[src/hpbs_pkg.sv]
`default_nettype none

package hpbs_pkg;

   localparam int CounterWidth = 16;
   localparam int PhaseWidth   = 7;
   localparam int CsrIndexWidth = 3;
   localparam int PulseEvery   = 100;

   typedef logic [CounterWidth-1:0] count_type;
   typedef logic [PhaseWidth-1:0]   phase_type;

   typedef enum logic [1:0] {
      MODE_ON       = 2'd0,
      MODE_SHUTTING = 2'd1,
      MODE_OFF      = 2'd2,
      MODE_RISING   = 2'd3
   } mode_type;

   typedef enum logic [CsrIndexWidth-1:0] {
      CSR_SHORT_MIN  = 3'd0,
      CSR_SHORT_MAX  = 3'd1,
      CSR_FORCE_OFF  = 3'd2,
      CSR_SEQ_TMO    = 3'd3,
      CSR_LOCKOUT    = 3'd4
   } csr_index_type;

   localparam count_type ShortMinReset  = 16'd1000;
   localparam count_type ShortMaxReset  = 16'd5000;
   localparam count_type ForceOffReset  = 16'd6000;
   localparam count_type SeqTmoReset    = 16'd15000;
   localparam count_type LockoutReset   = 16'd5000;

   typedef struct packed {
      count_type press_short_min;
      count_type press_short_max;
      count_type press_force_off;
      count_type sequence_timeout;
      count_type lockout_period;
   } cfg_type;

   // Sequence counter together with its value modulo the pulse spacing.
   typedef struct packed {
      count_type count;
      phase_type phase;
   } seq_type;

   typedef struct packed {
      count_type press_ticks;
      mode_type  mode;
      seq_type   seq;
      logic      lockout_flag;
      count_type lockout_ticks;
      logic      switch_line;
      logic      pc_rail;
      logic      sensor_rail;
   } state_type;

   typedef struct packed {
      logic button_pressed;
      logic host_5v_present;
   } req_type;

   typedef struct packed {
      logic     pc_switch_out;
      logic     pc_power_enable;
      logic     sensor_power_enable;
      mode_type mode_out;
      logic     lockout_out;
   } rsp_type;

endpackage

`default_nettype wire

[src/hpbs_csr.sv]
`default_nettype none

module hpbs_csr import hpbs_pkg::*; (
   input  wire logic                     clock,
   input  wire logic                     reset,
   input  wire logic                     csr_valid,
   input  wire logic [CsrIndexWidth-1:0] csr_index,
   input  wire count_type                csr_data,
   output cfg_type                       cfg
);

   cfg_type cfg_ff;
   cfg_type cfg_in;

   always_comb begin
      cfg_in = cfg_ff;
      if (csr_valid) begin
         unique case (csr_index)
            CSR_SHORT_MIN: cfg_in.press_short_min  = csr_data;
            CSR_SHORT_MAX: cfg_in.press_short_max  = csr_data;
            CSR_FORCE_OFF: cfg_in.press_force_off  = csr_data;
            CSR_SEQ_TMO:   cfg_in.sequence_timeout = csr_data;
            CSR_LOCKOUT:   cfg_in.lockout_period   = csr_data;
            default:       cfg_in = cfg_ff;
         endcase
      end
   end

   always_ff @(posedge clock) begin
      if (reset) begin
         cfg_ff.press_short_min  <= ShortMinReset;
         cfg_ff.press_short_max  <= ShortMaxReset;
         cfg_ff.press_force_off  <= ForceOffReset;
         cfg_ff.sequence_timeout <= SeqTmoReset;
         cfg_ff.lockout_period   <= LockoutReset;
      end else begin
         cfg_ff <= cfg_in;
      end
   end

   assign cfg = cfg_ff;

endmodule

`default_nettype wire

[src/hpbs_step.sv]
`default_nettype none

module hpbs_step import hpbs_pkg::*; (
   input  cfg_type   cfg,
   input  state_type cur,
   input  req_type   req,
   output state_type nxt,
   output rsp_type   rsp
);

   localparam phase_type PhaseLast = phase_type'(PulseEvery - 1);
   localparam count_type CountMax  = '1;

   // One step of the sequence counter; the phase follows the count modulo
   // the pulse spacing, and restarts with it when the count wraps.
   function automatic seq_type seq_advance(input seq_type s);
      seq_type r;
      if (s.count == CountMax) begin
         r.count = '0;
         r.phase = '0;
      end else begin
         r.count = s.count + count_type'(1);
         r.phase = (s.phase == PhaseLast) ? '0 : s.phase + phase_type'(1);
      end
      return r;
   endfunction

   state_type st;

   always_comb begin
      st = cur;

      if (req.button_pressed && !st.lockout_flag) begin
         st.press_ticks = st.press_ticks + count_type'(1);
         if (st.press_ticks > cfg.press_short_min && st.press_ticks < cfg.press_short_max) begin
            if (st.mode == MODE_ON) begin
               st.mode = MODE_SHUTTING;
               st.seq  = '0;
            end else if (st.mode == MODE_OFF) begin
               st.mode = MODE_RISING;
               st.seq  = '0;
            end
         end else if (st.press_ticks > cfg.press_short_max) begin
            st.seq = seq_advance(st.seq);
            if (st.seq.phase == '0) begin
               st.switch_line = 1'b0;
            end
            if (st.press_ticks > cfg.press_force_off) begin
               st.lockout_flag = 1'b1;
               st.mode         = MODE_OFF;
               st.pc_rail      = 1'b0;
               st.press_ticks  = '0;
               st.seq          = '0;
            end
         end
      end else begin
         st.press_ticks = '0;
      end

      if (st.mode == MODE_SHUTTING) begin
         st.seq = seq_advance(st.seq);
         if (st.seq.phase == '0) begin
            st.switch_line = 1'b0;
         end
         if (st.seq.count > cfg.sequence_timeout) begin
            st.switch_line = 1'b1;
            st.seq         = '0;
            st.mode        = MODE_ON;
         end
         if (!req.host_5v_present) begin
            st.lockout_flag = 1'b1;
            st.seq          = '0;
            st.mode         = MODE_OFF;
            st.pc_rail      = 1'b0;
            st.sensor_rail  = 1'b0;
         end
      end else if (st.mode == MODE_RISING) begin
         st.seq         = seq_advance(st.seq);
         st.pc_rail     = 1'b1;
         st.sensor_rail = 1'b1;
         if (st.seq.count > cfg.sequence_timeout) begin
            st.switch_line = 1'b0;
            st.seq         = '0;
            st.mode        = MODE_OFF;
         end
         if (req.host_5v_present) begin
            st.lockout_flag = 1'b1;
            st.mode         = MODE_ON;
            st.seq          = '0;
            st.switch_line  = 1'b1;
         end
      end

      if (st.lockout_flag) begin
         st.lockout_ticks = st.lockout_ticks + count_type'(1);
      end
      if (st.lockout_ticks > cfg.lockout_period) begin
         st.lockout_flag  = 1'b0;
         st.lockout_ticks = '0;
      end
   end

   assign nxt = st;

   assign rsp.pc_switch_out       = st.switch_line;
   assign rsp.pc_power_enable     = st.pc_rail;
   assign rsp.sensor_power_enable = st.sensor_rail;
   assign rsp.mode_out            = st.mode;
   assign rsp.lockout_out         = st.lockout_flag;

endmodule

`default_nettype wire

[src/host_power_button_sequencer_unit.sv]
// Host power button sequencer.
// Each request is one 1 ms tick sample of the power button and the host 5 V
// sense line; each response carries the switch line, both rail enables, the
// mode and the lockout flag as they stand after that tick.
// A request is taken when req_valid is high and req_stall is low; a response
// is taken when rsp_valid is high and rsp_stall is low. Exactly one response
// follows every request, in order.
// The request lands in an input register, the tick update is combinational
// from that register and the state registers, and the response is held in
// an output register. One request per cycle is sustained while rsp_stall
// is low, since the tick update completes in the cycle it starts.
// When the receiver stalls, the output register holds its response and the
// input register keeps one more request; only then is req_stall raised.
// Registers are written through the csr_ port, which is always ready; write
// them only while no request is in flight.
// Synchronous reset empties both registers stages, loads the register reset
// values and puts the host on, both rails on, switch line released.
`default_nettype none

module host_power_button_sequencer_unit import hpbs_pkg::*; (
   input  wire logic                     clock,
   input  wire logic                     reset,
   input  wire logic                     req_valid,
   output logic                          req_stall,
   input  req_type                       req_data,
   output logic                          rsp_valid,
   input  wire logic                     rsp_stall,
   output rsp_type                       rsp_data,
   input  wire logic                     csr_valid,
   output logic                          csr_ready,
   input  wire logic [CsrIndexWidth-1:0] csr_index,
   input  wire count_type                csr_data
);

   cfg_type   cfg;
   state_type state_ff;
   state_type state_in;
   rsp_type   step_rsp;

   logic      in_valid_ff;
   logic      in_valid_in;
   req_type   in_data_ff;
   logic      rsp_valid_ff;
   logic      rsp_valid_in;
   rsp_type   rsp_data_ff;

   logic      out_free;
   logic      advance;
   logic      take;

   // The port never pushes back on writes.
   assign csr_ready = 1'b1;

   hpbs_csr u_csr (
      .clock     (clock),
      .reset     (reset),
      .csr_valid (csr_valid),
      .csr_index (csr_index),
      .csr_data  (csr_data),
      .cfg       (cfg)
   );

   hpbs_step u_step (
      .cfg (cfg),
      .cur (state_ff),
      .req (in_data_ff),
      .nxt (state_in),
      .rsp (step_rsp)
   );

   // The output register is free when empty or being emptied this cycle.
   assign out_free  = !rsp_valid_ff || !rsp_stall;
   // The held request is processed exactly when its response can be stored.
   assign advance   = in_valid_ff && out_free;
   assign req_stall = in_valid_ff && !out_free;
   assign take      = req_valid && !req_stall;

   assign in_valid_in  = take || (in_valid_ff && !advance);
   assign rsp_valid_in = advance || (rsp_valid_ff && rsp_stall);

   always_ff @(posedge clock) begin
      if (reset) begin
         in_valid_ff  <= 1'b0;
         rsp_valid_ff <= 1'b0;
         state_ff.press_ticks   <= '0;
         state_ff.mode          <= MODE_ON;
         state_ff.seq           <= '0;
         state_ff.lockout_flag  <= 1'b0;
         state_ff.lockout_ticks <= '0;
         state_ff.switch_line   <= 1'b1;
         state_ff.pc_rail       <= 1'b1;
         state_ff.sensor_rail   <= 1'b1;
      end else begin
         in_valid_ff  <= in_valid_in;
         rsp_valid_ff <= rsp_valid_in;
         if (advance) begin
            state_ff <= state_in;
         end
      end
   end

   always_ff @(posedge clock) begin
      if (take) begin
         in_data_ff <= req_data;
      end
      if (advance) begin
         rsp_data_ff <= step_rsp;
      end
   end

   assign rsp_valid = rsp_valid_ff;
   assign rsp_data  = rsp_data_ff;

endmodule

`default_nettype wire
[config.mk]
export PLATFORM = sky130hd
export DESIGN_NAME = host_power_button_sequencer_unit
export DESIGN_NICKNAME = d
export VERILOG_FILES = /design/src/hpbs_pkg.sv /design/src/hpbs_csr.sv /design/src/hpbs_step.sv /design/src/host_power_button_sequencer_unit.sv
export SDC_FILE = /design/constraint.sdc
export NUM_CORES = 1
export LEC_CHECK = 0
export BUFFER_PORTS_ARGS = -buffer_cell sky130_fd_sc_hd__buf_2
export CELL_PAD_IN_SITES_DETAIL_PLACEMENT = 2
export CELL_PAD_IN_SITES_GLOBAL_PLACEMENT = 2
export CORE_UTILIZATION = 30
export DETAILED_ROUTE_END_ITERATION = 10
export PLACE_DENSITY_LB_ADDON = 0.1
export SYNTH_ARGS = -nofsm -noshare
export SYNTH_HDL_FRONTEND = slang
export SYNTH_SLANG_ARGS = --single-unit
[constraint.sdc]
create_clock -name clock -period 22.3 [get_ports clock]
set_input_delay 2.23 -clock clock [delete_from_list [all_inputs] [get_ports clock]]
set_output_delay 2.23 -clock clock [all_outputs]
set_load 0.03 [all_outputs]
## After elaboration in Yosys (flattened, before gate mapping)

Index checks and enable logic that the tools add are counted.

| operators by class | value |
|---|---|
| equal/unequal tests | 11 |
| magnitude comparators | 7 |
| muxes and demuxes | 39 |
| add/sub/neg operators | 6 |
| reductions and logical operators | 25 |

Operators with widths:

| cell | number |
|---|---|
| $mux 23 | 8 |
| $mux 26 | 5 |
| $mux 25 | 5 |
| $gt 16x16->1 | 6 |
| $mux 42 | 2 |
| $add 16x1->16 const B | 4 |
| $mux 16 | 3 |
| $eq 16x16->1 const B | 2 |
| $mux 17 | 1 |
| $lt 16x16->1 | 1 |
| $add 7x1->7 const B | 2 |
| $eq 7x7->1 const B | 2 |
| $logic_not 7->1 | 2 |
| $mux 7 | 2 |
| $reduce_and 2->1 | 5 |
| $mux 2 | 4 |
| $logic_and 1x1->1 | 7 |
| $mux 1 | 7 |
| $eq 3x2->1 const B | 2 |
| $logic_not 1->1 | 6 |
| $mux 3 | 2 |
| $eq 2x2->1 const B | 2 |
| $eq 3x1->1 const B | 1 |
| $eq 3x3->1 const B | 1 |
| other kinds (4) | 6 |

| word-level totals | value |
|---|---|
| bits in registers | 151 |
| bits of input ports | 26 |
| output and inout bits | 9 |

## Logic depth before layout (Yosys ltp)

| depth | value |
|---|---|
| depth in word-level cells | 23 |
| depth in mapped cells | 40 |
| depth with buffers taken out | 37 |

## Modules after synthesis

A second synthesis with hierarchy kept.

| second synthesis, totals | value |
|---|---|
| cells, all modules | 1341 |
| area, all modules | 11297.1 um^2 |

Modules (own cells, without submodules):

| module | area an instance (um^2) | instances | cells each | seq. area each (um^2) |
|---|---|---|---|---|
| hpbs_step | 5047.3 | 1 | 761 | 0.0 |
| hpbs_csr | 3145.5 | 1 | 296 | 1601.5 |
| host_power_button_sequencer_unit | 3104.2 | 1 | 284 | 1501.4 |

## Worst setup path before layout

No wires, ideal clock.

| timing | value |
|---|---|
| kind | register to register |
| start point | register state_ff[45] (netlist name) |
| end point | register state_ff[25] (netlist name) |
| cell stages (with the launch flop) | 39 |
| path buffers | 5 |
| setup slack | 14.290 ns |
| data arrival time | 7.895 ns |
| period minus slack after synthesis | 8.010 ns |
| path through | dfxtp_1 -> nand3_1 -> nor2_1 -> and3_1 -> and3_1 -> and3_1 -> and3_1 -> nand3_1 -> xnor2_1 -> ha_1 -> nand4_2 -> nor3_1 -> a2111o_1 -> o31a_1 -> nor4b_4 -> buf_6 -> buf_4 -> a22o_1 -> (+3 left out) -> or4_4 -> buf_6 -> and2_1 -> ha_1 -> nor2b_1 -> o21a_1 -> o21a_1 -> o211ai_1 -> a21oi_1 -> o21ai_0 -> a31oi_1 -> or3_1 -> clkbuf_1 -> inv_2 -> and3_4 -> buf_6 -> a221oi_2 -> a2111oi_0 |

| on the way | value |
|---|---|
| longest elaborated chain between the ends | 15 |
| elaborated cells on any way between the ends | 29 |
| classes of those cells | add/sub: 3; order compare: 6; eq/ne: 4; mux: 15; reduce/logical: 1 |

Ends and longest elaborated chain:

| element | line | RTL |
|---|---|---|
| start: declaration | host_power_button_sequencer_unit.sv:36 | `state_type state_ff;` |
| start signal: assignment | host_power_button_sequencer_unit.sv:97 | `state_ff <= state_in;` |
| $add 16x1->16 * | hpbs_step.sv:34 | `st.press_ticks = st.press_ticks + count_type'(1);` |
| $gt 16x16->1 | hpbs_step.sv:48 | `if (st.press_ticks > cfg.press_force_off) begin` |
| $mux 42 | hpbs_step.sv:48 |  |
| $mux 42 | hpbs_step.sv:43 | `end else if (st.press_ticks > cfg.press_short_max) begin` |
| $mux 25 * | hpbs_step.sv:35 | `if (st.press_ticks > cfg.press_short_min && st.press_ticks < cfg.press_short_max) begin` |
| $mux 26 * | hpbs_step.sv:33 | `if (req.button_pressed && !st.lockout_flag) begin` |
| $add 16x1->16, or another cell as far along | hpbs_step.sv:22 | `r.count = s.count + count_type'(1);` |
| $mux 23 / $mux 7 (equally long branches) | hpbs_step.sv:18, hpbs_step.sv:23 |  |
| $mux 23 (on tied branches) | hpbs_step.sv:77, hpbs_step.sv:18 |  |
| $mux 23 (on tied branches) | hpbs_step.sv:60, hpbs_step.sv:77 |  |
| $gt 16x16->1 / $mux 23 (equally long branches) | hpbs_step.sv:81, hpbs_step.sv:60 |  |
| $mux 25 | hpbs_step.sv:81 | `if (st.seq.count > cfg.sequence_timeout) begin` |
| $mux 26 | hpbs_step.sv:86 | `if (req.host_5v_present) begin` |
| $mux 26 | hpbs_step.sv:77 | `end else if (st.mode == MODE_RISING) begin` |
| $mux 26 * | hpbs_step.sv:60 | `if (st.mode == MODE_SHUTTING) begin` |

Every way passes the cells marked *; elsewhere a longest branch is shown, timed or not. The select of a mux whose other input is x is not followed.
A chain may end at the register's enable or synchronous reset.

## Worst setup path after layout

| timing | value |
|---|---|
| start point | register state_ff[45] (netlist name) |
| end point | register state_ff[33] (netlist name) |

| on the way | value |
|---|---|
| longest elaborated chain between the ends | 15 |
| elaborated cells on any way between the ends | 26 |
| classes of those cells | add/sub: 2; order compare: 6; eq/ne: 3; mux: 14; reduce/logical: 1 |

Ends and longest elaborated chain:

| element | line | RTL |
|---|---|---|
| $add 16x1->16 * | hpbs_step.sv:34 |  |
| $gt 16x16->1 | hpbs_step.sv:48 |  |
| $mux 42 | hpbs_step.sv:48 |  |
| $mux 42 | hpbs_step.sv:43 |  |
| $mux 25 * | hpbs_step.sv:35 |  |
| $mux 26 * | hpbs_step.sv:33 |  |
| $add 16x1->16 / $eq 16x16->1 (equally long branches) | hpbs_step.sv:22, hpbs_step.sv:18 |  |
| $mux 23 | hpbs_step.sv:18 | `if (s.count == CountMax) begin` |
| $mux 23 | hpbs_step.sv:77 |  |
| $mux 23 | hpbs_step.sv:60 |  |
| $gt 16x16->1 | hpbs_step.sv:81 |  |
| $mux 25 | hpbs_step.sv:81 |  |
| $mux 26 | hpbs_step.sv:86 |  |
| $mux 26 | hpbs_step.sv:77 |  |
| $mux 26 * | hpbs_step.sv:60 |  |

Marked as above.

==> flow_summary.toml <==
[clocking]
max-clock-path-buffers = 2
cts_htree_levels = 4
hold_buffers = 0
clock-root-buffer = "clkbuf_16"
clk_pin_slew_ps = 60
cts_tree = "done"
cts.repair.resized = 0
cts_setup_buffers = 0
clkSinkCount = 151
clk_latency_ps = 440
cts_buffers = 17

[global_route]
grt-ovfl-total = 0
track_usage = 0.222
antenna_found_initial = 0
grt_max_degree = 67
grt_pass1_wl_mm = 60.3
grt_pass1_vias = 10247

[logic_synthesis]
synthFlopType = "dfxtp_1"
synth_area_leaders = "dfxtp_1 (28%), ha_1 (10%), nand2_1 (8.5%)"
synth_seq_cells = 151
synth.distinct_cells = 89
synthArstFlopShare = 0
syn_nets = 1470
synth_top_area_share = 0.277
synth-edff-count = 8
seq_area_frac_synth = 0.301
synth_area_sq_um = 10300
yosys_warnings = 0
synth_top_cell_by_area = "dfxtp_1"
syn_avg_cell_area_sq_um = 7.60
synth_cells = 1358

[worst_setup_path]
rrSetupSlack_ps = 12700
path_max_fanout = 16
crit_slowest_cell = "or3_1"
cp.arrival_ps = 9970
critPathLaunchType = "flip-flop"
crit_required_ps = 22670
critPathMaxStageDelay_ps = 660
r2r_cells = 36
r2r-end = "state_ff[33]"
worstSetupPathType = "flip-flop to flip-flop"
worstSetupEndpointType = "flip-flop"
r2r_start = "state_ff[45]"

[floorplan]
ios = 35
dieWidth_um = 187
initial_core_util = 0.306
die-area_sq_um = 35100
coreArea_sq_um = 33700
die_y_um = 187
rows = 67

[flow_run]
cap_violations = 0

[timing]
slew_headroom = 0.292
min_period_ps = 9600
fin_crit_sh = 0.430
fin_worst_skew_ps = 9.97
tns_ps = 0
slew_violations = 0
clock.fmax_ghz = 0.104
rsz0062_at_grt = "false"
layout_setup_ws_ps = 12700
timing_worst_slew_pin_value_ps = 1060
finalSetupViolCount = 0
finalHoldViolCount = 0

[power]
power.density_nw_per_um2 = 57.0
leakagePower_nw = 4.61
ir_drop_mv = 0.0532

[min_path]
hold_depth = 2
min-delay-path-class = "flip-flop to flip-flop"
hp-start = "u_csr.cfg[53]"
whs_endpoint = "u_csr.cfg[53]"

[layout]
design_area_sq_um = 11400
layout-drive-gt1-share = 0.0795
layout_commonest_cell = "nand2_1"
nNetsFinal = 1457
stdcell_count = 1806
antenna_cells = 0
layout-area-overhead-vs-synth_pct = 10.5
final_cell_mix = "nand2_1 (234), dfxtp_1 (143), nor2_1 (129)"

[routing]
first_pass_iters = 5
dr.first_iter.drc_count = 415
ant_nets = 0
vias_per_cell = 5.40
drt_drc_violations_left = 0
via_count = 9753
drt-total-wl_mm = 38.1
wl_per_cell_um = 21.1

[placed_design]
port-buffer-count = 33
gp_congestion = 0.826
dp_slack_ps = 12780
dp_cells = 1774
place_area_sq_um = 10800
post-dp-hpwl_mm = 29.0

[run_status]
status = "finished, final reports clean"
[report_power, final]
part	total, W	internal, W	switching, W	leakage [nW]
Sequential	0.000284	0.000278	0.00000584	1.23
Combinational	0.0000576	0.0000180	0.0000396	3.08
Clock	0.000308	0.000178	0.000130	0.295
[state kept, by name, summed over array words and instances, names as in the netlist]
register and flops:
u_csr.cfg 80, state_ff 61, rsp_data 6, in_data_ff 2, in_valid_ff 1, rsp_valid 1
[cells in the mapped netlist (7+ instances only)]
cell type	n
dfxtp_1	143
o31ai_1	8
and2_1	15
o211ai_1	16
a21oi_1	125
nor3b_1	7
a211oi_1	7
a211o_1	16
a22oi_1	19
nor4_1	12
inv_1	88
a31oi_1	15
and4_1	7
clkbuf_1	64
o21ai_0	40
and3_1	24
nor2_1	129
nor2b_1	13
a22o_1	7
edfxtp_1	8
a21o_1	10
nor3_1	15
o21a_1	9
nand3b_1	22
ha_1	86
xnor2_1	25
nand2_1	235
nand3_1	34
nand4_1	24
xor2_1	20
[worst max-delay path, delay by kind of cell (launching register included)]
kind	cells	cell delay [ps]
simple gates	21	6150
compound gates	9	1270
fa+ha+maj	3	820
flops	1	460
xor+xnor	1	410
buf+inv	2	380
[area by class of cell]
class                   count  area (sq um)
inverters                  90           338
well taps                 448           561
clock inverters            13           169
clock buffers              19           433
flip-flops and latches    151          3100
repair buffers             44           250
multi-input cells        1041          6550
fillers                  3990         22300
[logic make-up after synthesis]
group	synth area share
other	0.000363
AO/OA/AOI/OAI	0.214
flip-flops	0.301
XOR/XNOR	0.0382
multiplexers	0.00400
AND/OR/NAND/NOR	0.273
buffers and inverters	0.0653
adder cells (fa/ha/maj)	0.104
[worst max-delay path by stage]
stage	startpoint	endpoint	slack, ps
after detailed placement	state_ff[45]	state_ff[33]	12780
after global placement	state_ff[45]	state_ff[33]	13230
after global routing	state_ff[45]	state_ff[25]	11950
after floorplan	state_ff[45]	state_ff[25]	14290
after CTS	state_ff[45]	state_ff[33]	12720
final	state_ff[45]	state_ff[33]	12700
[per-stage QoR]
| stage | hold slack (ps) | total power, W | util |
|---|---|---|---|
| detailed placement | 449 | 0.000348 | 0.321 |
| global route | 482 | 0.000677 | 0.338 |
| CTS | 458 | 0.000659 | 0.338 |
| global placement | 437 | 0.000347 | 0.321 |
| floorplan | 429 | 0.000325 | - |
| finish | 454 | 0.000650 | 0.338 |
[metal layers]
layer,wire (um),track usage,up-vias,part of all wire
met3,799,0.0310,19,0.021
met1,19400,0.311,4895,0.51
met5,0,0,-,0
met2,17500,0.361,86,0.46
li1,-,-,4753,-
met4,375,0.0450,0,0.0098
(Power assumes the default switching activity.)
